## config.mk

```make
export PLATFORM = sky130hd
export DESIGN_NAME = appp_seq
export DESIGN_NICKNAME = d
export VERILOG_FILES = /design/src/appp_pkg.sv /design/src/appp_seq.sv
export VERILOG_INCLUDE_DIRS = /design/src /design/src/src
export SDC_FILE = /design/constraint.sdc
export NUM_CORES = 2
export LEC_CHECK = 0
export ABC_CLOCK_PERIOD_IN_PS = 8200
export BUFFER_PORTS_ARGS = -buffer_cell sky130_fd_sc_hd__buf_4
export CAP_MARGIN = 20
export CORE_ASPECT_RATIO = 2
export CORE_UTILIZATION = 26
export CTS_CLUSTER_DIAMETER = 30
export DETAILED_ROUTE_END_ITERATION = 6
export GPL_TIMING_DRIVEN = 0
export PLACE_DENSITY = 0.48
export SLEW_MARGIN = 20
export SYNTH_ARGS = -nofsm -noshare
export SYNTH_HDL_FRONTEND = slang
export SYNTH_SLANG_ARGS = --single-unit
```

## constraint.sdc

```tcl
create_clock -name clk -period 8.2 [get_ports clk]
set_clock_uncertainty 0.05 [all_clocks]
set_input_delay 0.41 -clock clk [delete_from_list [all_inputs] [get_ports clk]]
set_output_delay 0.41 -clock clk [all_outputs]
set_load 0.02 [all_outputs]
```

## src/armor_plate_position_predictor_assert.svh

```systemverilog
// Assertion macros for the armor plate position predictor
`ifndef ARMOR_PLATE_POSITION_PREDICTOR_ASSERT_SVH
`define ARMOR_PLATE_POSITION_PREDICTOR_ASSERT_SVH

// same-cycle implication, clocked on clk, off while rst_n is low
`define APPP_ASSERT_NOW(lbl, ante, cons, msg) \
  lbl: assert property (@(posedge clk) disable iff (!rst_n) (ante) |-> (cons)) \
    else $error(msg);

// next-cycle implication
`define APPP_ASSERT_NEXT(lbl, ante, cons, msg) \
  lbl: assert property (@(posedge clk) disable iff (!rst_n) (ante) |=> (cons)) \
    else $error(msg);

`endif

```

## src/appp_pkg.sv

```systemverilog
// Shared types, constants and functions of the armor plate position predictor
`timescale 1ns / 1ps
package appp_pkg;

  localparam int CORDIC_STAGES = 16;
  localparam int ATAN_ENTRIES  = 24;
  localparam int STG_W         = $clog2(ATAN_ENTRIES);

  localparam logic signed [33:0] GAIN_Q30 = 34'sd652032874;

  typedef enum logic [1:0] {
    KIND_ROBOT   = 2'd0,
    KIND_OUTPOST = 2'd1,
    KIND_BASE    = 2'd2,
    KIND_SPARE   = 2'd3
  } kind_t;

  localparam logic [15:0] OUTPOST_STEP1 = 16'd21845;
  localparam logic [15:0] OUTPOST_STEP2 = 16'd43691;

  typedef struct packed {
    logic signed [17:0] cx;
    logic signed [17:0] cy;
    logic signed [17:0] cz;
    logic [15:0]        yaw;
    logic signed [12:0] radius;
    logic signed [12:0] dz;
    logic [1:0]         num;
    logic               last;
  } ctx_t;

  typedef struct packed {
    logic signed [33:0] x;
    logic signed [33:0] y;
    logic signed [33:0] z;
  } cordic_t;

  // arctangent of 2^-i in units of 2^-32 turn
  function automatic logic signed [33:0] atan_f(input int idx);
    logic signed [33:0] v;
    unique case (idx)
      0:  v = 34'sd536870912;
      1:  v = 34'sd316933406;
      2:  v = 34'sd167458907;
      3:  v = 34'sd85004756;
      4:  v = 34'sd42667331;
      5:  v = 34'sd21354465;
      6:  v = 34'sd10679838;
      7:  v = 34'sd5340245;
      8:  v = 34'sd2670163;
      9:  v = 34'sd1335087;
      10: v = 34'sd667544;
      11: v = 34'sd333772;
      12: v = 34'sd166886;
      13: v = 34'sd83443;
      14: v = 34'sd41722;
      15: v = 34'sd20861;
      16: v = 34'sd10430;
      17: v = 34'sd5215;
      18: v = 34'sd2608;
      19: v = 34'sd1304;
      20: v = 34'sd652;
      21: v = 34'sd326;
      22: v = 34'sd163;
      23: v = 34'sd81;
      default: v = 34'sd0;
    endcase
    return v;
  endfunction

  // clamp to the 17-bit position range
  function automatic logic [16:0] sat17(input logic signed [18:0] v);
    logic [16:0] r;
    if (v < -19'sd65536) begin
      r = 17'h10000;
    end else if (v > 19'sd65535) begin
      r = 17'h0FFFF;
    end else begin
      r = v[16:0];
    end
    return r;
  endfunction

endpackage

```

## src/appp_seq.sv

```systemverilog
// Target holder, plate sequencer and center/yaw prediction stages
`timescale 1ns / 1ps
`include "armor_plate_position_predictor_assert.svh"
module appp_seq (
  input  logic                 clk,
  input  logic                 rst_n,
  input  logic [15:0]          predict_time,
  input  logic                 in_tvalid,
  output logic                 in_tready,
  input  logic [175:0]         in_tdata,
  input  logic [1:0]           in_tuser,
  output logic                 v_out,
  output appp_pkg::cordic_t    cd_out,
  output appp_pkg::ctx_t       ctx_out,
  input  logic                 en_dn
);

  logic         busy_r;
  logic [1:0]   k_r, kmax_r;
  logic [175:0] hold_r;
  logic [1:0]   kind_r;
  logic         en1, en2, issuing, last_k;

  logic                v1_r;
  logic signed [31:0]  pvx_r, pvy_r, pvz_r;
  logic signed [35:0]  prate_r;
  logic signed [16:0]  cx1_r, cy1_r, cz1_r;
  logic [15:0]         hd1_r;
  logic signed [12:0]  rad1_r, dz1_r;
  logic [1:0]          num1_r;
  logic                last1_r;

  logic                v2_r;
  appp_pkg::cordic_t   cd2_r;
  appp_pkg::ctx_t      ctx2_r;

  logic signed [16:0] pt_s;
  logic signed [12:0] sp, sq, sr;
  logic signed [12:0] rad_n, dz_n;
  logic [15:0]        step_n;

  logic signed [32:0] tx, ty, tz;
  logic signed [36:0] tr;
  logic [15:0]        yaw_n;

  assign en2     = !v2_r || en_dn;
  assign en1     = !v1_r || en2;
  assign issuing = busy_r && en1;
  assign last_k  = (k_r == kmax_r);
  assign in_tready = !busy_r || (issuing && last_k);

  assign pt_s = {1'b0, predict_time};
  assign sp = hold_r[143:131];
  assign sq = hold_r[156:144];
  assign sr = hold_r[169:157];

  always_ff @(posedge clk) begin
    if (!rst_n) begin
      busy_r <= 1'b0;
      k_r    <= 2'd0;
      kmax_r <= 2'd0;
    end else if (in_tvalid && in_tready) begin
      busy_r <= 1'b1;
      k_r    <= 2'd0;
      unique case (appp_pkg::kind_t'(in_tuser))
        appp_pkg::KIND_BASE:    kmax_r <= 2'd0;
        appp_pkg::KIND_OUTPOST: kmax_r <= 2'd2;
        appp_pkg::KIND_ROBOT,
        appp_pkg::KIND_SPARE:   kmax_r <= 2'd3;
      endcase
    end else if (issuing) begin
      if (last_k) begin
        busy_r <= 1'b0;
      end else begin
        k_r <= k_r + 2'd1;
      end
    end
  end

  always_ff @(posedge clk) begin
    if (in_tvalid && in_tready) begin
      hold_r <= in_tdata;
      kind_r <= in_tuser;
    end
  end

  // per-plate radius, height offset and yaw step
  always_comb begin
    unique case (appp_pkg::kind_t'(kind_r))
      appp_pkg::KIND_BASE: begin
        rad_n  = 13'sd0;
        dz_n   = 13'sd0;
        step_n = 16'd0;
      end
      appp_pkg::KIND_OUTPOST: begin
        rad_n = sp;
        unique case (k_r)
          2'd1: begin
            dz_n   = sq;
            step_n = appp_pkg::OUTPOST_STEP1;
          end
          2'd2: begin
            dz_n   = sr;
            step_n = appp_pkg::OUTPOST_STEP2;
          end
          default: begin
            dz_n   = 13'sd0;
            step_n = 16'd0;
          end
        endcase
      end
      appp_pkg::KIND_ROBOT,
      appp_pkg::KIND_SPARE: begin
        rad_n  = k_r[0] ? sq : sp;
        dz_n   = k_r[0] ? sr : 13'sd0;
        step_n = {k_r, 14'd0};
      end
    endcase
  end

  always_ff @(posedge clk) begin
    if (!rst_n) begin
      v1_r <= 1'b0;
    end else if (en1) begin
      v1_r <= busy_r;
    end
  end

  always_ff @(posedge clk) begin
    if (en1) begin
      pvx_r   <= $signed(hold_r[81:67])   * pt_s;
      pvy_r   <= $signed(hold_r[96:82])   * pt_s;
      pvz_r   <= $signed(hold_r[111:97])  * pt_s;
      prate_r <= $signed(hold_r[130:112]) * pt_s;
      cx1_r   <= hold_r[16:0];
      cy1_r   <= hold_r[33:17];
      cz1_r   <= hold_r[50:34];
      hd1_r   <= hold_r[66:51] + step_n;
      rad1_r  <= rad_n;
      dz1_r   <= dz_n;
      num1_r  <= k_r;
      last1_r <= last_k;
    end
  end

  // round half up of product / 65536
  always_comb begin
    tx = 33'(pvx_r) + 33'sd32768;
    ty = 33'(pvy_r) + 33'sd32768;
    tz = 33'(pvz_r) + 33'sd32768;
    tr = 37'(prate_r) + 37'sd32768;
    yaw_n = hd1_r + tr[31:16];
  end

  always_ff @(posedge clk) begin
    if (!rst_n) begin
      v2_r <= 1'b0;
    end else if (en2) begin
      v2_r <= v1_r;
    end
  end

  always_ff @(posedge clk) begin
    if (en2) begin
      ctx2_r.cx     <= 18'(cx1_r) + 18'($signed(tx[32:16]));
      ctx2_r.cy     <= 18'(cy1_r) + 18'($signed(ty[32:16]));
      ctx2_r.cz     <= 18'(cz1_r) + 18'($signed(tz[32:16]));
      ctx2_r.yaw    <= yaw_n;
      ctx2_r.radius <= rad1_r;
      ctx2_r.dz     <= dz1_r;
      ctx2_r.num    <= num1_r;
      ctx2_r.last   <= last1_r;
      cd2_r.x       <= appp_pkg::GAIN_Q30;
      cd2_r.y       <= 34'sd0;
      cd2_r.z       <= $signed({4'd0, yaw_n[13:0], 16'd0});
    end
  end

  assign v_out   = v2_r;
  assign cd_out  = cd2_r;
  assign ctx_out = ctx2_r;

  `APPP_ASSERT_NEXT(a_accept_loads, in_tvalid && in_tready, busy_r && k_r == 2'd0, "target not loaded")
  `APPP_ASSERT_NOW(a_k_bound, busy_r, k_r <= kmax_r, "plate index past last plate")
  `APPP_ASSERT_NEXT(a_keep_busy, issuing && !last_k, busy_r, "target dropped before last plate")

endmodule

```

==> out/metrics.cfg <==
[run_status]
status=complete, but fails checks
violations=negative setup slack

[drt]
via_count=37650
antenna_left=0
first_pass_iters=7
wl_per_cell_um=21.58
vias_per_cell=4.499
routed_wl_um=180600
first_iter_violations=1551
drc_errors=0

[clock_network]
clock-root-buffer=clkbuf_16
postCtsSetupRepairBufs=0
clk_path_buf_depth=3
clk_pin_slew_ps=50
ctsHoldBuffers=175
h-tree-depth=3
cts_num_sinks=442
post_cts_resized=0
cts_tree=done
cts_buffers=94
clk_latency_ps=710

[timing]
report.final.slew_viol_count=0
final.setup.worst_slack_ps=-21.63
worst_slew_margin_rel_pct=18.46
finalHoldViolCount=0
worst_pin_slew_ps=1223
fmax_mhz=121.6
min_period_ps=8222
finalCritPeriodShare_pct=100.3
finalSetupViolCount=2

[critical_path]
slowest_delay_ps=840
critPathKind=flop to flop
cp_top_family=adder cells
startpoint_type=flop
cp_max_fo=10
critPathArrivalTime_ps=8530
crit_path_end_kind=flop
path_common_cell=fa_1
r2r_start=hold_r[104]
startpoint=hold_r[104]
critPathBufInv=6
path_cells=clkbuf_1 > nand2_1 > fa_1 > inv_1 > fa_1 > inv_1 > fa_1 > inv_1 > fa_1 > fa_1 > inv_1 > fa_1 > inv_1 > ha_1 > a211o_1 > a211oi_4 > nor3_1 > and2_1 > o21a_1 > nor2_1
worst_path_max_delay_cell=edfxtp_1
critPathRequiredTime_ps=8510

[synthesis]
async_reset_ff_share_pct=0
synth.area.top_cells=fa_1 (31%), edfxtp_1 (25%), ha_1 (12%)
syn_area_per_cell_um2=10.38
netlist_instances=5046
synth_top_area_share_pct=31.37
synthTopCellsByCount=inv_1 (1019), fa_1 (821), nand2_1 (619)
ys_ff_latch=442
synth_seq_area_share_pct=25.20
yosysWarnings=0
yosys.cell_types.count=81
synth_top_flop_cell=edfxtp_1
synth.most_common_cell=inv_1
yosysTopAreaCell=fa_1
syn_area_um2=52390
synth-edff-count=435

[global_route]
first_global_vias=41850
grt_pass1_wl_um=265700
grt_max_degree=89
gr-total-overflow=0
grtUsageTotal_pct=18.01
antenna_found_initial=25

[power]
vdd_drop_max_v=0.0006615
power_density_nw_per_um2=462.6
power_leakage_nw=30.18
p_total_mw=29.41

[cells_and_area]
multiInputGateArea_um2=34260
ff_latch_area_um2=13200
drive_above_1_share_pct=10.91
areaGrowthSynthToFinish_pct=21.33
nets=7225
fin_util_pct=31.79
nFillCells=20670
fin_area_um2=63570

[die]
row_count=232
die_y_um=636.8
pin_count=401
start_util_pct=26.20
core_um2=200000
die_area_um2=203400
fp.dieW_um=319.4

[placed_design]
placed_cell_area_um2=58380
io_buffers=293
hpwl_um=148000
gp_congestion=0.9329

[flow_run]
max_cap_viol_count=0

[worst_hold_path]
hold_class=primary input to flop
hp-start=en_dn

[metal layers]
metal | GRT usage, % | wire length [µm] | vias to the layer above
met2 | 33.78 | 96820 | 1073
met4 | 15.35 | 16940 | 10
met5 | 0 | 61 | -
met3 | 2.685 | 7587 | 473
met1 | 16.97 | 59210 | 19160
li1 | - | - | 16940
[registers in the layout, indices dropped and copies added (netlist names)]
register / flops
hd1_r: 16
cz1_r: 17
kmax_r: 2
busy_r: 1
ctx_out: 99
k_r: 2
v1_r: 1
prate_r: 17
cx1_r: 17
rad1_r: 13
kind_r: 2
num1_r: 2
last1_r: 1
pvy_r: 17
v_out: 1
dz1_r: 13
pvz_r: 17
pvx_r: 17
cy1_r: 17
hold_r: 170
[worst register-to-register path, cell delays in order (launching register included)]
cell,delay [ps]
edfxtp_1,840
clkbuf_1,610
nand2_1,160
fa_1,540
inv_1,60
fa_1,500
inv_1,50
fa_1,550
inv_1,60
fa_1,500
fa_1,510
inv_1,50
fa_1,480
inv_1,40
ha_1,280
a211o_1,410
a211oi_4,810
nor3_1,280
and2_1,260
o21a_1,180
nor2_1,670
[cell type report]
class                      count  area share, %
antenna                       12        0.04724
clock inverter                77          1.630
sequential                   442          20.77
tap                         2574          5.066
timing repair buffer         478          6.501
multi-input combinational   3389          53.89
inverter                    1022          6.066
buffer                       279          2.313
clock buffer                  97          3.718
[per-stage QoR]
stage	cells	worst slack [ps]	hold WS (ps)	setup TNS (ps)
final	8370	-21.63	301.5	-33.50
after global placement	7999	-1268	350.6	-22910
after global routing	8362	-29.60	273.4	-29.60
after CTS	8358	139.1	226.1	0
after floorplan	5132	1952	350.3	0
after detailed placement	8009	-438.8	354.5	-3782
[power by group]
group / leakage [nW] / switching [mW] / internal (mW) / total [mW]
combinational: 24.0 / 12.4 / 8.63 / 21.0
sequential: 4.58 / 0.385 / 3.96 / 4.35
clock: 1.63 / 1.52 / 2.55 / 4.06
[worst paths after layout]
check           endpoint  slack, ps  cells past startpoint
max            pvz_r[16]        -20                     20
min                 v1_r        300                      4
max reg2reg    pvz_r[16]        -20                     20
min reg2reg  ctx_out[25]        360                      0
[cell families after synthesis]
logic type | Yosys count | share of synthesized area [%]
AOI/OAI and AO/OA | 329 | 4.478
xor gates and xnor gates | 205 | 3.427
adders and majority gates | 1321 | 43.31
buffers and inverters | 1301 | 10.06
DFF | 442 | 25.20
muxes | 1 | 0.02149
other | 2 | 0.01433
and+or+nand+nor | 1445 | 13.49
[cell usage in the layout (no fill, tap or decap), drive strengths merged, types with 34 or more instances in the layout]
cell type,Yosys,routed
a21o,36,36
a21oi,78,78
and2,424,424
buf,108,411
clkbuf,171,268
clkinv,1,40
conb,2,88
dlygate4sd3,0,175
edfxtp,435,435
fa,821,821
ha,500,500
inv,1021,1042
nand2,620,620
nand2b,34,34
nand3,66,66
nor2,129,129
nor3,50,50
o21ai,47,47
xnor2,147,147
xor2,58,58
Power figures use the tool's default switching activity.
