<file path="config.mk">
export PLATFORM = sky130hd
export DESIGN_NAME = appp_plate
export DESIGN_NICKNAME = d
export VERILOG_FILES = /design/src/armor_plate_position_predictor_assert.svh /design/src/appp_pkg.sv /design/src/appp_plate.sv
export SDC_FILE = /design/constraint.sdc
export NUM_CORES = 2
export LEC_CHECK = 0
export ABC_AREA = 1
export BUFFER_PORTS_ARGS = -buffer_cell sky130_fd_sc_hd__buf_4
export CELL_PAD_IN_SITES_DETAIL_PLACEMENT = 0
export CELL_PAD_IN_SITES_GLOBAL_PLACEMENT = 1
export CORE_UTILIZATION = 52
export CTS_CLUSTER_DIAMETER = 120
export DETAILED_ROUTE_END_ITERATION = 10
export PLACE_DENSITY = 0.9
export SLEW_MARGIN = 20
export SYNTH_ARGS = -nofsm -noshare
export SYNTH_HDL_FRONTEND = slang
export SYNTH_SLANG_ARGS = --single-unit
export TNS_END_PERCENT = 30
</file>
<file path="constraint.sdc">
create_clock -name clk -period 13.25 [get_ports clk]
set_input_delay 1.325 -clock clk [delete_from_list [all_inputs] [get_ports clk]]
set_output_delay 1.325 -clock clk [all_outputs]
set_load 0.02 [all_outputs]
</file>
<file path="src/armor_plate_position_predictor_assert.svh">
// Assertion macros for the armor plate position predictor
`ifndef ARMOR_PLATE_POSITION_PREDICTOR_ASSERT_SVH
`define ARMOR_PLATE_POSITION_PREDICTOR_ASSERT_SVH

// same-cycle implication, clocked on clk, off while rst_n is low
`define APPP_ASSERT_NOW(lbl, ante, cons, msg) \
  lbl: assert property (@(posedge clk) disable iff (!rst_n) (ante) |-> (cons)) \
    else $error(msg);

// next-cycle implication
`define APPP_ASSERT_NEXT(lbl, ante, cons, msg) \
  lbl: assert property (@(posedge clk) disable iff (!rst_n) (ante) |=> (cons)) \
    else $error(msg);

`endif

</file>
<file path="src/appp_pkg.sv">
// Shared types, constants and functions of the armor plate position predictor
`timescale 1ns / 1ps
package appp_pkg;

  localparam int CORDIC_STAGES = 16;
  localparam int ATAN_ENTRIES  = 24;
  localparam int STG_W         = $clog2(ATAN_ENTRIES);

  localparam logic signed [33:0] GAIN_Q30 = 34'sd652032874;

  typedef enum logic [1:0] {
    KIND_ROBOT   = 2'd0,
    KIND_OUTPOST = 2'd1,
    KIND_BASE    = 2'd2,
    KIND_SPARE   = 2'd3
  } kind_t;

  localparam logic [15:0] OUTPOST_STEP1 = 16'd21845;
  localparam logic [15:0] OUTPOST_STEP2 = 16'd43691;

  typedef struct packed {
    logic signed [17:0] cx;
    logic signed [17:0] cy;
    logic signed [17:0] cz;
    logic [15:0]        yaw;
    logic signed [12:0] radius;
    logic signed [12:0] dz;
    logic [1:0]         num;
    logic               last;
  } ctx_t;

  typedef struct packed {
    logic signed [33:0] x;
    logic signed [33:0] y;
    logic signed [33:0] z;
  } cordic_t;

  // arctangent of 2^-i in units of 2^-32 turn
  function automatic logic signed [33:0] atan_f(input int idx);
    logic signed [33:0] v;
    unique case (idx)
      0:  v = 34'sd536870912;
      1:  v = 34'sd316933406;
      2:  v = 34'sd167458907;
      3:  v = 34'sd85004756;
      4:  v = 34'sd42667331;
      5:  v = 34'sd21354465;
      6:  v = 34'sd10679838;
      7:  v = 34'sd5340245;
      8:  v = 34'sd2670163;
      9:  v = 34'sd1335087;
      10: v = 34'sd667544;
      11: v = 34'sd333772;
      12: v = 34'sd166886;
      13: v = 34'sd83443;
      14: v = 34'sd41722;
      15: v = 34'sd20861;
      16: v = 34'sd10430;
      17: v = 34'sd5215;
      18: v = 34'sd2608;
      19: v = 34'sd1304;
      20: v = 34'sd652;
      21: v = 34'sd326;
      22: v = 34'sd163;
      23: v = 34'sd81;
      default: v = 34'sd0;
    endcase
    return v;
  endfunction

  // clamp to the 17-bit position range
  function automatic logic [16:0] sat17(input logic signed [18:0] v);
    logic [16:0] r;
    if (v < -19'sd65536) begin
      r = 17'h10000;
    end else if (v > 19'sd65535) begin
      r = 17'h0FFFF;
    end else begin
      r = v[16:0];
    end
    return r;
  endfunction

endpackage

</file>
<file path="src/appp_plate.sv">
// Quadrant fold, radius scaling, saturation and output register
`timescale 1ns / 1ps
module appp_plate (
  input  logic              clk,
  input  logic              rst_n,
  input  logic              v_in,
  input  appp_pkg::cordic_t cd_in,
  input  appp_pkg::ctx_t    ctx_in,
  output logic              en_up,
  output logic              out_tvalid,
  input  logic              out_tready,
  output logic [71:0]       out_tdata,
  output logic              out_tlast
);

  logic               vq_r, vm_r, out_valid_r;
  logic               enq, enm, eno;
  logic signed [16:0] c_r, s_r;
  appp_pkg::ctx_t     ctxq_r, ctxm_r;
  logic signed [29:0] px_r, py_r;
  logic [16:0]        ox_r, oy_r, oz_r;
  logic [15:0]        ohd_r;
  logic [1:0]         onum_r;
  logic               olast_r;

  logic signed [33:0] xr, yr;
  logic signed [16:0] cc, ss, c_n, s_n;
  logic signed [30:0] rx, ry;
  logic signed [18:0] xo, yo, zo;

  assign eno   = !out_valid_r || out_tready;
  assign enm   = !vm_r || eno;
  assign enq   = !vq_r || enm;
  assign en_up = enq;

  // round to Q1.15 and clamp
  always_comb begin
    xr = cd_in.x + 34'sd16384;
    yr = cd_in.y + 34'sd16384;
    if ($signed(xr[33:15]) > 19'sd32767) begin
      cc = 17'sd32767;
    end else if ($signed(xr[33:15]) < -19'sd32768) begin
      cc = -17'sd32768;
    end else begin
      cc = 17'($signed(xr[33:15]));
    end
    if ($signed(yr[33:15]) > 19'sd32767) begin
      ss = 17'sd32767;
    end else if ($signed(yr[33:15]) < -19'sd32768) begin
      ss = -17'sd32768;
    end else begin
      ss = 17'($signed(yr[33:15]));
    end
    unique case (ctx_in.yaw[15:14])
      2'd0: begin c_n = cc;  s_n = ss;  end
      2'd1: begin c_n = -ss; s_n = cc;  end
      2'd2: begin c_n = -cc; s_n = -ss; end
      2'd3: begin c_n = ss;  s_n = -cc; end
    endcase
  end

  always_ff @(posedge clk) begin
    if (!rst_n) begin
      vq_r        <= 1'b0;
      vm_r        <= 1'b0;
      out_valid_r <= 1'b0;
    end else begin
      if (enq) vq_r <= v_in;
      if (enm) vm_r <= vq_r;
      if (eno) out_valid_r <= vm_r;
    end
  end

  always_ff @(posedge clk) begin
    if (enq) begin
      c_r    <= c_n;
      s_r    <= s_n;
      ctxq_r <= ctx_in;
    end
    if (enm) begin
      px_r   <= ctxq_r.radius * c_r;
      py_r   <= ctxq_r.radius * s_r;
      ctxm_r <= ctxq_r;
    end
  end

  always_comb begin
    rx = 31'(px_r) + 31'sd16384;
    ry = 31'(py_r) + 31'sd16384;
    xo = 19'(ctxm_r.cx) - 19'($signed(rx[30:15]));
    yo = 19'(ctxm_r.cy) - 19'($signed(ry[30:15]));
    zo = 19'(ctxm_r.cz) + 19'(ctxm_r.dz);
  end

  always_ff @(posedge clk) begin
    if (eno) begin
      ox_r    <= appp_pkg::sat17(xo);
      oy_r    <= appp_pkg::sat17(yo);
      oz_r    <= appp_pkg::sat17(zo);
      ohd_r   <= ctxm_r.yaw;
      onum_r  <= ctxm_r.num;
      olast_r <= ctxm_r.last;
    end
  end

  assign out_tvalid = out_valid_r;
  assign out_tdata  = {3'd0, onum_r, ohd_r, oz_r, oy_r, ox_r};
  assign out_tlast  = olast_r;

endmodule

</file>
==> flow_summary.rst <==
.. list-table::
   :header-rows: 1

   * - Metric
     - Value
   * - Result of the run
     - completed
   * - RSZ-0062 raised after global routing
     - false
   * - DRC Markers
     - 0
   * - Post-synthesis share of cell area spent on full adders, half adders and majority gates
     - 33.5%
   * - Endpoint with the worst hold slack
     - ctxm_r[30]$_DFFE_PP_
   * - Number of hold buffers added after CTS
     - 0
   * - Highest Clock Rate
     - 157 MHz
   * - Area contributors post-synth
     - sky130_fd_sc_hd__edfxtp_1 (30%), sky130_fd_sc_hd__fa_1 (26%), sky130_fd_sc_hd__nand2_1 (10%)
   * - Final setup violating endpoints
     - 0
   * - CP Buf/Inv Count
     - 4
   * - Number of global-route vias before repair
     - 23.2k
   * - Global-route wire length before repair
     - 115000 microns
   * - Router iterations before antenna repair
     - 5
   * - Flop-to-flop setup slack
     - 6.87 ns
   * - Tightest Pin Transition
     - 0.987 ns
   * - Buffers inserted during post-CTS setup optimization
     - 0
   * - Max Slew Vio Count
     - 0
   * - Primary FF master, synth
     - sky130_fd_sc_hd__edfxtp_1
   * - Total of warnings raised by yosys
     - 0
   * - Xor-xnor portion of the synthesized cell area
     - 4.22%
   * - Cell breakdown of the critical path
     - inv_1 -> buf_4 -> or2_2 -> fa_1 -> fa_1 -> inv_1 -> fa_1 -> fa_1 -> fa_1 -> fa_1 -> ha_1 -> a21oi_1 -> o21ai_0 -> o21bai_1 -> a21oi_1 -> inv_1 -> nand2_1 -> o211ai_1 -> nand2_1 -> o211ai_1 -> a21oi_1 -> xor2_1
   * - Routed WL per cell
     - 15.6 microns
   * - Post-synthesis instance area
     - 32200 sq um
   * - Minimum setup slack after placement
     - 6.85 ns
   * - Port bufs
     - 214
   * - CORE AREA
     - 60800 sq um
   * - Portion of the clock cycle consumed by the worst path in the final layout
     - 48.2%
   * - Root buffer cell
     - sky130_fd_sc_hd__clkbuf_16
   * - Global route total overflow
     - 0
   * - Delay-heaviest family, CP
     - adder cells
   * - Most repeated library cell on the critical path
     - sky130_fd_sc_hd__fa_1
   * - Number of antenna violations at the first check in global routing
     - 0
   * - Routability congestion estimate
     - 0.912
   * - Total of max-cap violations
     - 0
   * - Post-synthesis cell count
     - 3511
   * - Clock buffer count from CTS
     - 35
   * - Number of enable flip-flop cells after synthesis
     - 321
   * - Layout overhead on the synthesized area
     - 10.7%
   * - Total die area
     - 62900 sq um
   * - Critical path arrival
     - 6.68 ns
   * - Portion of the post-synthesis area used by sequential elements
     - 30.1%
   * - Post-synthesis compound-gate area fraction
     - 4.21%
   * - Largest buffer count on any clock path
     - 3
   * - Average via count per standard cell
     - 5.10
   * - Total Routed Length
     - 69800 microns
   * - Dominant cell type by area after synthesis
     - sky130_fd_sc_hd__edfxtp_1
   * - Number of synthesized register bits
     - 324
   * - Critical path fanouts, max
     - 34
   * - Number of rows in the core area
     - 90
   * - Antenna diode count
     - 0
   * - Hold crit path type
     - register to register
   * - Starting density of the core
     - 52.9%
   * - Die Width
     - 251 microns
   * - Total global routing track utilization
     - 22.7%
   * - CP endpoint kind
     - register
   * - Accumulated negative setup slack
     - 0 ns
   * - Nets
     - 4491
   * - RR Endpoint
     - px_r[26]$_DFFE_PP_
   * - Synth unique cells
     - 57
   * - Remaining antenna violation count
     - 0
   * - Count of routing violations after the opening detailed-route iteration
     - 1208
   * - Latest clock arrival within the worst-skew pair
     - 0.55 ns
   * - Vias after detailed routing
     - 22.8k
   * - Clock Sink Count
     - 324
   * - Cell with the biggest individual delay on the critical path
     - sky130_fd_sc_hd__fa_1
   * - Instance count on the critical path
     - 22
   * - Pin count of the biggest net entering global routing
     - 73
   * - # IOs
     - 280
   * - Resized Gates After CTS
     - 0
   * - Worst-case setup margin in the final layout
     - 6.87 ns
   * - Startpoint types
     - register
   * - Slew headroom
     - 34.2%
   * - Final Hold Viols
     - 0
   * - Critical R2R Launch
     - ctxq_r[28]$_DFFE_PP_
   * - HPWL after detailed placement
     - 54400 microns
   * - Main combinational cell family by area after synthesis
     - adder cells
   * - Mean area per synthesized cell
     - 9.17 sq um
   * - Register-to-Register Path Depth
     - 22
   * - Final clock skew
     - 0.0167 ns
   * - Simple-gate area share of the yosys netlist
     - 17.2%
   * - Die Height
     - 251 microns
   * - Min cycle time layout
     - 6.38 ns
   * - Portion of synthesized cell area occupied by the leading cell type
     - 29.9%
   * - Number of levels the H-tree was split into
     - 2
   * - Clock transition at the register clock pins on the worst setup and hold paths after CTS
     - 0.06 ns
   * - Stage delay of the slowest cell on the critical path
     - 0.54 ns
   * - Proportion of synthesized flip-flops having asynchronous set or reset
     - 0%
   * - Category of the critical setup timing path
     - register to register
   * - Fraction of final layout cells sized beyond drive strength 1
     - 10.4%
   * - Source of the worst hold timing path
     - ctxq_r[30]$_DFFE_PP_
   * - Data required time of the worst path
     - 13.55 ns
   * - Proportion of synthesized area in mux cells
     - 0%
   * - Cell count of the worst hold path
     - 0
   * - CTS tree
     - done
## cell type report
cell class              count  area, sq um
repair buffers            233         1750
flip-flops and latches    324         9700
well taps                 782          978
fillers                  5308        25200
clock buffers              42          902
clock inverters            21          295
inverters                 795         2990
multi-input cells        2284        19000
## worst reg2reg max path, stage by stage (launching register included)
cell	delay (ns)
sky130_fd_sc_hd__edfxtp_1	0.52
sky130_fd_sc_hd__inv_1	0.07
sky130_fd_sc_hd__buf_4	0.27
sky130_fd_sc_hd__or2_2	0.35
sky130_fd_sc_hd__fa_1	0.52
sky130_fd_sc_hd__fa_1	0.54
sky130_fd_sc_hd__inv_1	0.06
sky130_fd_sc_hd__fa_1	0.52
sky130_fd_sc_hd__fa_1	0.54
sky130_fd_sc_hd__fa_1	0.52
sky130_fd_sc_hd__fa_1	0.42
sky130_fd_sc_hd__ha_1	0.36
sky130_fd_sc_hd__a21oi_1	0.16
sky130_fd_sc_hd__o21ai_0	0.09
sky130_fd_sc_hd__o21bai_1	0.15
sky130_fd_sc_hd__a21oi_1	0.29
sky130_fd_sc_hd__inv_1	0.07
sky130_fd_sc_hd__nand2_1	0.06
sky130_fd_sc_hd__o211ai_1	0.12
sky130_fd_sc_hd__nand2_1	0.09
sky130_fd_sc_hd__o211ai_1	0.13
sky130_fd_sc_hd__a21oi_1	0.20
sky130_fd_sc_hd__xor2_1	0.09
## cells in the mapped netlist (4+ instances only)
master and n:
sky130_fd_sc_hd__a21oi_1 100, sky130_fd_sc_hd__or2_2 10, sky130_fd_sc_hd__nand2_1 866, sky130_fd_sc_hd__nor2_4 8, sky130_fd_sc_hd__clkbuf_1 63, sky130_fd_sc_hd__o2111ai_1 6
sky130_fd_sc_hd__fa_1 413, sky130_fd_sc_hd__nand2_2 30, sky130_fd_sc_hd__inv_1 784, sky130_fd_sc_hd__nand3_1 100, sky130_fd_sc_hd__o21ai_2 5, sky130_fd_sc_hd__o211ai_1 7
sky130_fd_sc_hd__inv_2 8, sky130_fd_sc_hd__nand3_2 7, sky130_fd_sc_hd__o21a_1 7, sky130_fd_sc_hd__buf_1 22, sky130_fd_sc_hd__xor2_1 87, sky130_fd_sc_hd__a31oi_1 12
sky130_fd_sc_hd__o21ai_0 56, sky130_fd_sc_hd__nand4_1 65, sky130_fd_sc_hd__o21bai_1 8, sky130_fd_sc_hd__nor2_1 133, sky130_fd_sc_hd__nand2_4 6, sky130_fd_sc_hd__and3_1 4
sky130_fd_sc_hd__nand3b_1 4, sky130_fd_sc_hd__buf_2 12, sky130_fd_sc_hd__a21o_1 4, sky130_fd_sc_hd__nor2_2 16, sky130_fd_sc_hd__nor4_1 5, sky130_fd_sc_hd__nor3_1 21
sky130_fd_sc_hd__o31ai_1 5, sky130_fd_sc_hd__ha_1 200, sky130_fd_sc_hd__buf_4 5, sky130_fd_sc_hd__edfxtp_1 321, sky130_fd_sc_hd__o221ai_1 4, sky130_fd_sc_hd__o21ai_1 8
sky130_fd_sc_hd__xnor2_1 65
## layer usage
layer / up-vias / share of wire (%) / global-route usage, %
met2: 617 / 48 / 38.7
met3: 85 / 5.8 / 2.91
li1: 11100 / - / -
met5: - / 0 / 0
met4: 0 / 2.0 / 5.75
met1: 11000 / 44 / 30.6
## worst max-delay path by stage
stage | from | to
2_1_floorplan | out_tready | en_up
6_report | ctxq_r[28]$_DFFE_PP_ | px_r[26]$_DFFE_PP_
4_1_cts | ctxq_r[28]$_DFFE_PP_ | px_r[26]$_DFFE_PP_
3_3_place_gp | ctxq_r[28]$_DFFE_PP_ | px_r[26]$_DFFE_PP_
5_1_grt | ctxq_r[28]$_DFFE_PP_ | px_r[26]$_DFFE_PP_
3_5_place_dp | ctxq_r[28]$_DFFE_PP_ | px_r[26]$_DFFE_PP_
## layout by cell type (no fill, tap or decap), drive strengths merged, types with 5 or more instances in the layout
master   synthesis  final
nand4           68     68
xnor2           66     66
or2             10     10
nor3            21     21
o31ai            5      5
clkbuf          65     42
nor2           159    159
o211ai           7      7
bufinv           0      6
fa             413    413
edfxtp         321    321
ha             200    200
xor2            87     87
nor4             5      5
o21ai           69     69
o21bai           8      8
buf             43    233
o2111ai          6      6
inv            793    796
nand3          108    108
nand2          902    902
o21a             7      7
a21oi          100    100
clkinv           2     11
a31oi           12     12
## stage by stage
step | hold slack [ns] | instances | area [sq um] | utilization [%]
after detailed placement | 0.405 | 4418 | 34400 | 56.6
after global placement | 0.401 | 4418 | 34400 | 56.6
after global routing | 0.421 | 4481 | 35600 | 58.6
final | 0.415 | 4481 | 35600 | 58.6
after floorplan | 0.400 | 3513 | 32200 | -
after CTS | 0.418 | 4481 | 35600 | 58.6
## kinds of logic (layout without fill, tap and decap cells)
family                     Yosys count  after routing
buffers and inverters              905           1091
other                                1              3
xor gates and xnor gates           153            153
DFF                                324            324
AOI/OAI and AO/OA                  234            234
and+or+nand+nor                   1281           1281
adders and majority gates          613            613
## state kept, by name (all words and copies together), names as in the netlist
signal,count
py_r,16
vm_r,1
ctxq_r,99
oy_r,17
vq_r,1
px_r,16
s_r,17
c_r,17
ox_r,17
out_tvalid,1
oz_r,17
out_tlast,1
onum_r,2
ctxm_r,86
ohd_r,16
Power is not shown: default switching activity piles up to over one toggle a cycle in this logic, so the estimate is an artifact.
